$ cat config.mk
export PLATFORM = sky130hd
export DESIGN_NAME = wimde_div
export DESIGN_NICKNAME = d
export VERILOG_FILES = /design/src/rtl/wimde_pkg.sv /design/src/rtl/wimde_div.sv
export SDC_FILE = /design/constraint.sdc
export NUM_CORES = 2
export LEC_CHECK = 0
export BUFFER_PORTS_ARGS = -buffer_cell sky130_fd_sc_hd__buf_2
export CORE_ASPECT_RATIO = 1.2
export CORE_MARGIN = 5
export CORE_UTILIZATION = 30
export CTS_CLUSTER_DIAMETER = 80
export DETAILED_ROUTE_END_ITERATION = 7
export HOLD_SLACK_MARGIN = 0.02
export MAX_ROUTING_LAYER = met4
export SYNTH_ARGS = -nofsm -noshare
export SYNTH_HDL_FRONTEND = slang
export SYNTH_SLANG_ARGS = --single-unit
$ cat constraint.sdc
create_clock -name clk -period 12.85 [get_ports clk]
set_clock_uncertainty 0.2 [all_clocks]
set_input_delay 2.57 -clock clk [delete_from_list [all_inputs] [get_ports clk]]
set_output_delay 2.57 -clock clk [all_outputs]
set_load 0.02 [all_outputs]
$ cat src/rtl/wimde_pkg.sv
`timescale 1ns / 1ps
// ----------------------------------------------------------------------------
// wimde_pkg: shared types and constants
// Operation codes, sequencer states and fixed widths of the wide unit.
// ----------------------------------------------------------------------------
package wimde_pkg;

    localparam int OPERAND_BITS = 256;
    localparam int LIMB_BITS    = 64;
    localparam int DIGIT_BITS   = 32;
    localparam int NDIGITS      = OPERAND_BITS / DIGIT_BITS;
    localparam int DIGIT_IDX_W  = $clog2(NDIGITS);
    localparam int STEP_W       = $clog2(OPERAND_BITS);

    typedef logic [OPERAND_BITS-1:0] wide_t;

    typedef enum logic [2:0] {
        KIND_MUL   = 3'd0,
        KIND_UDIV  = 3'd1,
        KIND_UREM  = 3'd2,
        KIND_SDIV  = 3'd3,
        KIND_SREM  = 3'd4,
        KIND_POWER = 3'd5
    } kind_t;

    typedef enum logic [2:0] {
        ST_IDLE,
        ST_MUL,
        ST_DIV,
        ST_PCHK,
        ST_PMUL,
        ST_PSQ,
        ST_EMIT
    } state_t;

endpackage

$ cat src/rtl/wimde_div.sv
`timescale 1ns / 1ps
// ----------------------------------------------------------------------------
// wimde_div: bit-serial unsigned divider
// Restoring shift-subtract, one quotient bit per cycle; zero divisor gives
// zero quotient and zero remainder.
// ----------------------------------------------------------------------------
module wimde_div
    import wimde_pkg::*;
(
    input  logic  clk,
    input  logic  rst_n,
    input  logic  start,
    input  wide_t n,
    input  wide_t d,
    output logic  done,
    output wide_t q,
    output wide_t r
);

    logic              run_reg;
    logic              done_reg;
    logic [STEP_W-1:0] cnt_reg;
    wide_t             nq_reg;
    wide_t             r_reg;
    wide_t             d_reg;

    wide_t             rs;
    logic [OPERAND_BITS:0] diff;
    logic              take;

    assign rs   = {r_reg[OPERAND_BITS-2:0], nq_reg[OPERAND_BITS-1]};
    assign diff = {r_reg[OPERAND_BITS-1], rs} - {1'b0, d_reg};
    assign take = !diff[OPERAND_BITS];

    always_ff @(posedge clk or negedge rst_n)
    begin
        if (!rst_n)
        begin
            run_reg  <= 1'b0;
            done_reg <= 1'b0;
            cnt_reg  <= '0;
        end
        else
        begin
            done_reg <= 1'b0;
            if (start)
            begin
                cnt_reg  <= '0;
                run_reg  <= (d != '0);
                done_reg <= (d == '0);
            end
            else if (run_reg)
            begin
                cnt_reg <= cnt_reg + 1'b1;
                if (cnt_reg == STEP_W'(OPERAND_BITS - 1))
                begin
                    run_reg  <= 1'b0;
                    done_reg <= 1'b1;
                end
            end
        end
    end

    always_ff @(posedge clk)
    begin
        if (start)
        begin
            nq_reg <= (d == '0) ? '0 : n;
            r_reg  <= '0;
            d_reg  <= d;
        end
        else if (run_reg)
        begin
            nq_reg <= {nq_reg[OPERAND_BITS-2:0], take};
            r_reg  <= take ? diff[OPERAND_BITS-1:0] : rs;
        end
    end

    assign done = done_reg;
    assign q    = nq_reg;
    assign r    = r_reg;

endmodule

==> summary.md <==
| Metric | Value |
|---|---|
| Status | `completed` |
| Post-Route Utilization | `36.3%` |
| Root Buffer | `clkbuf_16` |
| Ratio of cells with drive above 1 in the final layout | `between 10% and 20%` |
| Cell taking the most area after synthesis | `edfxtp_1` |
| Most common cell after layout, fill and taps aside | `buf_2` |
| Measured slew at the worst slew-check pin | `1.36 ns` |
| XOR/XNOR Fraction of Synth Area | `4.06%` |
| First-pass GRT wire length | `378,000 um` |
| Area contributors post-synth | `edfxtp_1, dfxtp_1, a21oi_1, ha_1, a22o_1` |
| Routed len/inst | `31.4 um` |
| Mux cell area share after synthesis | `less than 1%` |
| Via density | `around 5.8` |
| DRT iter0 DRCs | `~5,200` |
| Gpl congestion | `1.06` |
| Ys async rst share | `1.29%` |
| Cts repair resizes | `0` |
| Total chip power | `roughly 12 mW` |
| Max rail drop VDD | `around 0.00020 V` |
| R2R cell count | `19` |
| Hold buffer count at CTS | `0` |
| Nets | `7,317` |
| CTS tree | `built` |
| Worst Path Max Fanout | `78` |
| Reg clk slew, reported paths | `0.06 ns` |
| Starting density of the core | `30.1%` |
| Worst Path Arrival | `about 7.0 ns` |
| Largest family of logic cells by synthesized area | `compound AO/OA/AOI/OAI gates` |
| Die footprint | `~170,000 sq um` |
| CP Launch Type | `primary input` |
| Setup_tns | `0 ns` |
| Fin. Hold Viols | `0` |
| Routed vias | `between 50,000 and 60,000` |
| Post-synth EDFFs | `512` |
| Most frequent cells in the layout | `buf_2, a21oi_1, nor2_1` |
| Hold Crit Start | `r[28]` |
| CTS buffer count | `96` |
| Reg2reg setup slack | `6.11 ns` |
| Pwr/cell area | `200 nW/um^2` |
| Min-delay worst type | `flop to flop` |
| WHS | `a little over 0.3 ns` |
| Die W | `382 um` |
| CP required | `13.12 ns` |
| Buffers on Ports | `1,027` |
| Static Leak | `roughly 26 nW` |
| Top_reg_cell synth | `edfxtp_1` |
| Synth warn | `0` |
| Syn_area_per_cell | `around 8.7 sq um` |
| Worst R2R Start | `q[255]` |
| Synthesized Nets | `6,479` |
| Max Clk Rate | `0.148 GHz` |
| Total GRT Usage | `a little under a third` |
| Vias in the first global route | `49,600` |
| Sequential cell area fraction in the yosys report | `41.6%` |
| #FFs+latches synth | `just under 800` |
| Clock Sink Count | `778` |
| Relative slew slack | `approximately 8.5%` |
| CP endpoint kind | `flop` |
| Remaining antenna violation count | `0` |
| Total grt overflow | `0` |
| Compound-cell area share of the yosys netlist | `26.6%` |
| Reg2reg end | `r[155]` |
| Initial antenna violation count | `between 40 and 50` |
| Fin crit period | `6.77 ns` |
| Drt pass-1 iters | `6` |
| Synth Area in Adders | `6.49%` |
| Hold path endpoint | `r[28]` |
| Setup bufs post-CTS | `0` |
| Htree depth | `3` |
| Detailed-route DRC error count | `0` |
| Post-Route WL | `approximately 280,000 um` |
| Total of max-cap violations | `0` |
| Area grow syn2layout | `20.9%` |
| RSZ-0062 raised after global routing | `false` |
| Synth unique cells | `103` |
| Clock latency on the worst-skew pair | `around 0.76 ns` |
| Ports | `around 1,000` |
| CTS Buffer Depth | `3` |
| Row Count | `around 160` |
| Cell Area, Synth | `49,900 sq um` |
| Final slew viol count | `0` |
| Crit share post-route | `a little over half` |
| Dpl hpwl | `228,000 um` |
| Die height | `457 um` |
| CORE AREA | `166,000 sq um` |
| Largest net degree at the start of global routing | `205` |
| Synth Instances | `5,706` |
| WHS Path Cells | `2` |
| # setup viols final | `0` |
| Top cell type's share of synthesized area | `30.8%` |
| Setup CP Type | `primary input to flop` |
| Synth Area in Simple Gates | `between 15 and 20%` |
-- cells in the mapped netlist, types with 14 or more instances --
library cell	number
a211oi_1	113
a21boi_0	25
a21o_1	113
a21oi_1	665
a221o_1	14
a221oi_1	22
a22o_1	257
a22oi_1	32
a311oi_1	20
a31oi_1	36
and3_1	30
buf_2	54
clkbuf_1	265
dfxtp_1	256
edfxtp_1	512
ha_1	257
inv_1	357
mux2i_1	23
nand2_1	525
nand2b_1	19
nand3_1	49
nand4_1	163
nor2_1	584
nor2b_1	17
nor3_1	83
nor4_1	106
o211ai_1	35
o21a_1	41
o21ai_0	429
o21ai_1	15
o21bai_1	88
o31ai_1	27
or2_2	18
or3_1	20
xnor2_1	146
xor2_1	85
-- cells by family (layout without fill, tap and decap cells) --
group	Yosys count	count (layout)
xor gates and xnor gates	231	231
and+or+nand+nor	1670	1670
buffers and inverters	691	1610
AOI/OAI and AO/OA	2049	2049
muxes	29	29
adders and majority gates	258	258
DFF	778	778
other	0	36
-- worst max-delay path by stage --
stage | slack [ns] | endpoint | cells after the start | start
2_1_floorplan | 3.91 | q[0] | 4 | start
3_3_place_gp | 5.08 | q[248] | 9 | d[166]
3_5_place_dp | 5.28 | q[17] | 9 | d[181]
4_1_cts | 6.05 | r[166] | 19 | q[255]
5_1_grt | 5.59 | r[174] | 18 | d_reg[95]
6_report | 6.08 | q[17] | 9 | d[181]
-- routing by layer --
metal	track usage, %	vias to the layer above	part of all wire, %
li1	-	22900	-
met1	33.2	24700	36
met2	50.2	2615	47
met3	7.99	746	8.9
met4	20.7	0	8.4
met5	-	-	0
-- area by class of cell --
cell class,count,area (sq um)
sequential,778,20800
inverter,357,1360
multi-input combinational,4237,26600
clock inverter,59,703
clock buffer,120,2590
antenna,36,90.1
tap,2158,2700
timing repair buffer,1074,5550
fill,17100,106000
-- worst max-delay path, stage by stage --
cell and delay [ns]:
buf_2 0.12, nor4_1 1.12, nand4_1 0.21, nor4_2 0.80
buf_4 0.25, a41oi_4 0.49, buf_4 0.58, buf_4 0.48
a22o_1 0.29
-- stage by stage --
stage | cells | instance area (sq um) | setup slack, ns
after floorplan | 5706 | 49900 | 3.91
after global placement | 8604 | 56900 | 5.08
after detailed placement | 8604 | 56900 | 5.28
after CTS | 8783 | 60200 | 6.05
after global routing | 8813 | 60300 | 5.59
final | 8819 | 60300 | 6.08
-- report_power, final --
group	leakage (nW)	switching, mW	internal, mW
Combinational	16.5	3.92	1.74
Sequential	7.46	0.426	3.08
Clock	1.61	1.24	1.66
Total	25.5	5.59	6.47
(Power assumes the default switching activity.)
