<file path="config.mk">
export PLATFORM = sky130hd
export DESIGN_NAME = wimde_mul
export DESIGN_NICKNAME = d
export VERILOG_FILES = /design/src/rtl/wimde_pkg.sv /design/src/rtl/wimde_mul.sv
export SDC_FILE = /design/constraint.sdc
export NUM_CORES = 2
export LEC_CHECK = 0
export ABC_AREA = 1
export ABC_CLOCK_PERIOD_IN_PS = 7400
export BUFFER_PORTS_ARGS = -buffer_cell sky130_fd_sc_hd__buf_4
export CAP_MARGIN = 0
export CORE_UTILIZATION = 57
export CTS_BUF_LIST = sky130_fd_sc_hd__clkbuf_16
export DETAILED_ROUTE_END_ITERATION = 16
export PLACE_DENSITY_LB_ADDON = 0.15
export SLEW_MARGIN = 30
export SYNTH_ARGS = -nofsm -noshare
export SYNTH_HDL_FRONTEND = slang
export SYNTH_SLANG_ARGS = --single-unit
export TNS_END_PERCENT = 50
</file>
<file path="constraint.sdc">
create_clock -name clk -period 7.4 [get_ports clk]
set_input_delay 0.74 -clock clk [delete_from_list [all_inputs] [get_ports clk]]
set_output_delay 0.74 -clock clk [all_outputs]
set_load 0.03 [all_outputs]
</file>
<file path="src/rtl/wimde_pkg.sv">
`timescale 1ns / 1ps
// ----------------------------------------------------------------------------
// wimde_pkg: shared types and constants
// Operation codes, sequencer states and fixed widths of the wide unit.
// ----------------------------------------------------------------------------
package wimde_pkg;

    localparam int OPERAND_BITS = 256;
    localparam int LIMB_BITS    = 64;
    localparam int DIGIT_BITS   = 32;
    localparam int NDIGITS      = OPERAND_BITS / DIGIT_BITS;
    localparam int DIGIT_IDX_W  = $clog2(NDIGITS);
    localparam int STEP_W       = $clog2(OPERAND_BITS);

    typedef logic [OPERAND_BITS-1:0] wide_t;

    typedef enum logic [2:0] {
        KIND_MUL   = 3'd0,
        KIND_UDIV  = 3'd1,
        KIND_UREM  = 3'd2,
        KIND_SDIV  = 3'd3,
        KIND_SREM  = 3'd4,
        KIND_POWER = 3'd5
    } kind_t;

    typedef enum logic [2:0] {
        ST_IDLE,
        ST_MUL,
        ST_DIV,
        ST_PCHK,
        ST_PMUL,
        ST_PSQ,
        ST_EMIT
    } state_t;

endpackage

</file>
<file path="src/rtl/wimde_mul.sv">
`timescale 1ns / 1ps
// ----------------------------------------------------------------------------
// wimde_mul: iterative low-half wide multiplier
// One 32x32 multiplier walks the digit pairs whose product lands in the low
// 256 bits; a registered product is shifted and added into the accumulator.
// ----------------------------------------------------------------------------
module wimde_mul
    import wimde_pkg::*;
(
    input  logic  clk,
    input  logic  rst_n,
    input  logic  start,
    input  wide_t x,
    input  wide_t y,
    output logic  done,
    output wide_t p
);

    logic                   run_reg;
    logic [DIGIT_IDX_W-1:0] i_reg;
    logic [DIGIT_IDX_W-1:0] j_reg;
    logic                   pv_reg;
    logic                   plast_reg;
    logic [2*DIGIT_BITS-1:0] prod_reg;
    logic [DIGIT_IDX_W-1:0] sh_reg;
    wide_t                  acc_reg;
    logic                   done_reg;

    logic [DIGIT_BITS-1:0]   x_dig;
    logic [DIGIT_BITS-1:0]   y_dig;
    logic [2*DIGIT_BITS-1:0] prod_next;
    logic                    is_last;
    logic                    row_end;
    wide_t                   addend;

    assign x_dig     = x[i_reg*DIGIT_BITS +: DIGIT_BITS];
    assign y_dig     = y[j_reg*DIGIT_BITS +: DIGIT_BITS];
    assign prod_next = x_dig * y_dig;
    assign is_last   = (j_reg == DIGIT_IDX_W'(NDIGITS - 1));
    assign row_end   = (i_reg == (DIGIT_IDX_W'(NDIGITS - 1) - j_reg));
    assign addend    = wide_t'(prod_reg) << (sh_reg * DIGIT_BITS);

    always_ff @(posedge clk or negedge rst_n)
    begin
        if (!rst_n)
        begin
            run_reg   <= 1'b0;
            pv_reg    <= 1'b0;
            plast_reg <= 1'b0;
            done_reg  <= 1'b0;
            i_reg     <= '0;
            j_reg     <= '0;
        end
        else
        begin
            done_reg <= pv_reg && plast_reg;
            if (start)
            begin
                run_reg   <= 1'b1;
                pv_reg    <= 1'b0;
                plast_reg <= 1'b0;
                i_reg     <= '0;
                j_reg     <= '0;
            end
            else
            begin
                pv_reg    <= run_reg;
                plast_reg <= run_reg && is_last;
                if (run_reg)
                begin
                    if (is_last)
                    begin
                        run_reg <= 1'b0;
                    end
                    else if (row_end)
                    begin
                        i_reg <= '0;
                        j_reg <= j_reg + 1'b1;
                    end
                    else
                    begin
                        i_reg <= i_reg + 1'b1;
                    end
                end
            end
        end
    end

    always_ff @(posedge clk)
    begin
        prod_reg <= prod_next;
        sh_reg   <= i_reg + j_reg;
        if (start)
        begin
            acc_reg <= '0;
        end
        else if (pv_reg)
        begin
            acc_reg <= acc_reg + addend;
        end
    end

    assign done = done_reg;
    assign p    = acc_reg;

endmodule

</file>
==> PnR_summary.wiki, run 1 <==
{| class="wikitable"
! Metric !! Value
|-
| Run status || did not finish
|-
| Stage at which the flow ended || global routing (5_1_grt)
|-
| First Error || [ERROR GRT-0116] Global routing finished with congestion. Check the congestion regions in the DRC Viewer.
|-
| Avg Synthesized Cell Area || between 5 and 6 µm²
|-
| Bufs on Longest Clock Path || 3
|-
| Die Span X || 386 µm
|-
| Synth Flop Type || sky130_fd_sc_hd__dfxtp_1
|-
| Library cell with the largest summed area after synthesis || sky130_fd_sc_hd__fa_1
|-
| Routability-driven placement congestion ratio || between 1 and 1.5
|-
| Clk sink count || 333
|-
| Initial core utilization || 57.5%
|-
| Leading cell types by total area after synthesis || sky130_fd_sc_hd__fa_1, sky130_fd_sc_hd__nand2_1, sky130_fd_sc_hd__inv_1
|-
| HPWL after detailed placement || 385000 µm
|-
| Placed Instance Area || 97600 µm²
|-
| Final global-route overflow total || ~40
|-
| Number of global-route vias before repair || 104000
|-
| Yosys warning total || 0
|-
| Syn Std Cell Area || 83800 µm²
|-
| Synthesized netlist net count || roughly 16000
|-
| First-pass GRT wire length || 725000 µm
|-
| Number of unique standard cell types used by synthesis || 51
|-
| Sequential share of the synthesized area || 8.01%
|-
| Share of async-settable or async-resettable flops after synthesis || 3.00%
|-
| Number of flip-flops and latches in the synthesized netlist || 333
|-
| EDFF count, synth || 0
|-
| FP Rows || 140
|-
| I/O pins || slightly below 800
|-
| Die height || 386 µm
|-
| Gate count of the mapped netlist || 14300
|-
| Maximum number of pins on one net before global-route repair || 159
|-
| Synth top area share || 21.4%
|-
| Total global routing track utilization || 67.6%
|-
| H-tree depth || 2
|-
| Number of buffers created by CTS || 46
|-
| CTS Root Buffer Type || sky130_fd_sc_hd__clkbuf_16
|-
| Buffers added on ports || 771
|}
-- stage by stage --
| stage | setup WS, ps | std cells | utilization (%) |
|---|---|---|---|
| 2_1_floorplan | 22.7 | 14300 | - |
| 3_3_place_gp | -864 | 17400 | 66.9 |
| 3_5_place_dp | -997 | 17400 | 66.9 |
| 4_1_cts | -506 | 17500 | 68.7 |
-- synth_stat cells (28+ instances only) --
master and instances:
sky130_fd_sc_hd__o21ai_2 28, sky130_fd_sc_hd__nand2_1 4226, sky130_fd_sc_hd__xor2_1 153, sky130_fd_sc_hd__nand4_1 30
sky130_fd_sc_hd__buf_1 36, sky130_fd_sc_hd__ha_1 523, sky130_fd_sc_hd__xnor2_1 39, sky130_fd_sc_hd__o21ai_0 446
sky130_fd_sc_hd__nor3_1 49, sky130_fd_sc_hd__nand2_2 96, sky130_fd_sc_hd__a31oi_1 56, sky130_fd_sc_hd__fa_1 898
sky130_fd_sc_hd__dfxtp_1 323, sky130_fd_sc_hd__o22ai_1 160, sky130_fd_sc_hd__nor2_2 291, sky130_fd_sc_hd__o21ai_1 56
sky130_fd_sc_hd__nor2_1 2180, sky130_fd_sc_hd__nand3_1 301, sky130_fd_sc_hd__nor3_2 28, sky130_fd_sc_hd__inv_1 3296
sky130_fd_sc_hd__a21oi_1 274, sky130_fd_sc_hd__buf_2 166, sky130_fd_sc_hd__mux2i_1 31, sky130_fd_sc_hd__clkbuf_1 168
sky130_fd_sc_hd__inv_2 229
-- what timing repair did --
action,4_1_cts
cloned,3
pin swaps,27
endpoints found under the hold margin,10
resized for setup,193
hold buffers,1
endpoints found under the setup margin,50
buffers inserted,6
-- routing by layer --
layer / GRT overflow / global-route usage (%)
met1: 1 / 69.7
met2: 18 / 87.7
met3: 2 / 47.0
met4: 20 / 62.8
met5: 0 / 19.9
-- cell families after synthesis --
logic type | synth area share, %
adders and majority gates | 29.2
AOI/OAI and AO/OA | 7.40
muxes | 0.370
xor gates and xnor gates | 2.01
and+or+nand+nor | 35.1
DFF | 8.01
buffers and inverters | 17.9
==> inputs of run 2 (changes only) <==
ABC_CLOCK_PERIOD_IN_PS = 9600   (was 7400)
CORE_UTILIZATION = 40   (was 57)
CTS_BUF_LIST = unset   (was sky130_fd_sc_hd__clkbuf_16)
clock period = 9.6 ns   (was 7.4 ns; I/O delays follow)
==> run 2 against run 1 <==
Against the previous run: the flow now finishes without violations; synthesized area did not move; synthesized cell count did not move.
==> PnR_summary.wiki, run 2 <==
{| class="wikitable"
! Metric !! Value
|-
| WS Path Type || flip-flop to flip-flop
|-
| Antenna violations before repair || 32
|-
| DRC violations left || 0
|-
| Syn Std Cell Area || 83800 µm² (unchanged)
|-
| Routed via count || 94800
|-
| Ranking of synthesized cells by instance count || sky130_fd_sc_hd__nand2_1, sky130_fd_sc_hd__inv_1, sky130_fd_sc_hd__nor2_1 (unchanged)
|-
| Synth Flop Type || sky130_fd_sc_hd__dfxtp_1 (unchanged)
|-
| Slew at the pin with the worst max-slew slack || 1120 ps
|-
| HPWL after detailed placement || 442000 µm (was 385000 µm)
|-
| Number of optimization iterations in the first detailed-route pass || 6
|-
| Relative slew slack || 23.7%
|-
| Most Crowded Layer GR || met2
|-
| Period utilization || 96.6%
|-
| Number of flip-flops and latches in the synthesized netlist || 333 (unchanged)
|-
| Synth top area share || 21.4% (unchanged)
|-
| First-pass GRT wire length || 688000 µm
|-
| EDFF count, synth || 0 (unchanged)
|-
| Met3 Use GR || 10.2%
|-
| R2r endpoint || prod_reg[55]
|-
| Shortest clock period the worst path allows after layout || 9270 ps
|-
| Startpoint of the worst register-to-register path || j_reg[0]
|-
| Buffer and inverter count on the worst path || 13
|-
| Number of hold violations in the final report || 0
|-
| Maximum number of pins on one net before global-route repair || 111
|-
| Arrival time at the worst endpoint || 9830 ps
|-
| Number of global-route vias before repair || 90300
|-
| Sequential share of the synthesized area || 8.01% (unchanged)
|-
| Nets || between 15000 and 20000
|-
| Worst min-delay path category || primary input to asynchronous set/reset pin
|-
| Run status || complete, no violations (was did not finish)
|-
| Max incr delay on CP || 560 ps
|-
| Bufs on Longest Clock Path || 3 (unchanged)
|-
| Fillers || 23300
|-
| Routed vias/inst || roughly 5.3
|-
| Most frequent standard cell in the layout excluding fill and tap cells || sky130_fd_sc_hd__nand2_1
|-
| Avg Synthesized Cell Area || 5.87 µm² (unchanged)
|-
| Element type at the critical path start || flip-flop
|-
| Max FFs per register || approximately 260
|-
| Initial core utilization || 40.4% (was 57.5%)
|-
| Area occupied by multi-input gates || ~62000 µm²
|-
| Die height || 460 µm (was 386 µm)
|-
| Reported max-cap violation count || 0
|-
| Critical path fanouts, max || 42
|-
| Slowest CP cell || sky130_fd_sc_hd__o22ai_1
|-
| Setup slack of the most critical reg-to-reg path || 330 ps
|-
| Met1 track demand over resource in global routing || 57.5%
|-
| Die Span X || 460 µm (was 386 µm)
|-
| Gate count of the mapped netlist || 14300 (unchanged)
|-
| Number of DRC markers in iteration 0 || 11600
|-
| Final routed wire length divided by cell count || 28.5 µm
|-
| Number of buffers created by CTS || 49 (was 46)
|-
| CP most frequent cell || sky130_fd_sc_hd__inv_1
|-
| Number of max-slew violations in the final report || 0
|-
| CTS Root Buffer Type || sky130_fd_sc_hd__clkbuf_16 (unchanged)
|-
| Clock transition at the registers of the reported paths || 60 ps
|-
| Crit end category || flip-flop
|-
| Fraction of final layout cells with drive strength greater than 1 || 12.5%
|-
| Total global routing track utilization || 46.9%
|-
| Share of async-settable or async-resettable flops after synthesis || 3.00% (unchanged)
|-
| Buffers added on ports || 771 (unchanged)
|-
| Routability-driven placement congestion ratio || 1.15 (was 1.37)
|-
| Number of placed instances with taps included || 17700 (was 17400)
|-
| Detail Route Antenna Nets || 0
|-
| Synthesized netlist net count || 16200 (unchanged)
|-
| Non-Filler Instances || 17800
|-
| Die Footprint || 211000 µm²
|-
| Required time worst endpoint || 10160 ps
|-
| Setup repair after global routing missed its margin || no
|-
| Total core area || 208000 µm²
|-
| Finish-stage setup viols || 0
|-
| Dominant cell by count in the synthesized netlist || sky130_fd_sc_hd__nand2_1 (unchanged)
|-
| Final Skew || 53.7 ps
|-
| Final global-route overflow total || 0
|-
| Yosys warning total || 0 (unchanged)
|-
| Met2 GRT Util || 70.9%
|-
| CP delay by family, top || adder cells
|-
| Storage cell area || a little under 7000 µm²
|-
| Leading cell types by total area after synthesis || sky130_fd_sc_hd__fa_1, sky130_fd_sc_hd__nand2_1, sky130_fd_sc_hd__inv_1 (unchanged)
|-
| Commonest cells after routing, fill and taps aside || sky130_fd_sc_hd__nand2_1, sky130_fd_sc_hd__inv_1, sky130_fd_sc_hd__nor2_1
|-
| Fmax achieved || about 110 MHz
|-
| Clock latency on the worst-skew pair || 720 ps
|-
| H-tree depth || 2 (unchanged)
|-
| Library cell with the largest summed area after synthesis || sky130_fd_sc_hd__fa_1 (unchanged)
|-
| Number of unique standard cell types used by synthesis || 51 (unchanged)
|-
| FP Rows || 167 (was 140)
|-
| Growth of design area from synthesis to finish || 13.9%
|-
| I/O pins || 772 (unchanged)
|-
| Clk sink count || 333 (unchanged)
|-
| Clock tree from TritonCTS || yes
|-
| R2r worst-path depth || 34
|-
| Final WL || 506000 µm
|}
run 2: cell counts after synthesis:
No cell type changed its count.
run 2: repair_timing:
action / CTS / global route
setup buffers: 0 / 0
hold buffers: 0 / 0
gates resized for setup: 0 / 3
setup endpoints to repair: 0 / 20
run 2: worst max-delay path by stage:
stage | start | end | slack [ps] | depth (start not counted)
floorplan | y[34] | prod_reg[60] | 2060 | 30
global placement | y[78] | prod_reg[53] | -50 | 30
detailed placement | y[78] | prod_reg[58] | 180 | 31
CTS | j_reg[0] | prod_reg[58] | 370 | 31
global route | j_reg[0] | prod_reg[55] | 30 | 34
finish | j_reg[0] | prod_reg[55] | 330 | 34
run 2: final cells by class:
cell class | instances | share of cell area (%)
inverters | 3537 | 13.9
repair buffers | 1013 | 8.25
clock buffers | 58 | 1.43
multi-input cells | 10000 | 65.3
diodes | 16 | 0.0419
well taps | 2788 | 3.65
clock inverters | 29 | 0.402
flip-flops and latches | 333 | 7.05
run 2: worst register-to-register path, delay by kind of cell, from the launching register on:
family                   cells  cell delay (ps)
adder cells (fa/ha/maj)      9             3930
AND/OR/NAND/NOR              4              690
flip-flops                   1              510
buffers and inverters       13             1850
AO/OA/AOI/OAI                7             2060
XOR/XNOR                     1              140
run 2: cells by family (layout without fill, tap and decap cells):
group	after synthesis	in the layout	synth area share, %
multiplexers	31	31	0.370
adder cells (fa/ha/maj)	1421	1421	29.2
other	0	16	0
AO/OA/AOI/OAI	1103	1103	7.40
XOR/XNOR	192	192	2.01
flip-flops	333	333	8.01
buffers and inverters	3922	4637	17.9
AND/OR/NAND/NOR	7276	7276	35.1
run 2: per-stage QoR:
step | hold slack [ps] | utilization, % | setup slack (ps) | cell area [µm²] | setup TNS [ps]
floorplan | 413 | - | 2060 | 83800 | 0
global placement | 510 | 45.1 | -54.9 | 93700 | -120
detailed placement | 514 | 45.1 | 179 | 93700 | 0
CTS | 139 | 46.0 | 371 | 95500 | 0
global route | 155 | 46.0 | 29.6 | 95500 | 0
finish | 161 | 46.0 | 327 | 95500 | 0
run 2: routing by layer:
metal	wire [µm]	vias up
li1	-	43000
met1	193000	45000
met2	213000	5475
met3	50700	1283
met4	49200	16
met5	87	-
Power of run 2 is not shown: default switching activity piles up to over one toggle a cycle in this logic, so the estimate is an artifact.
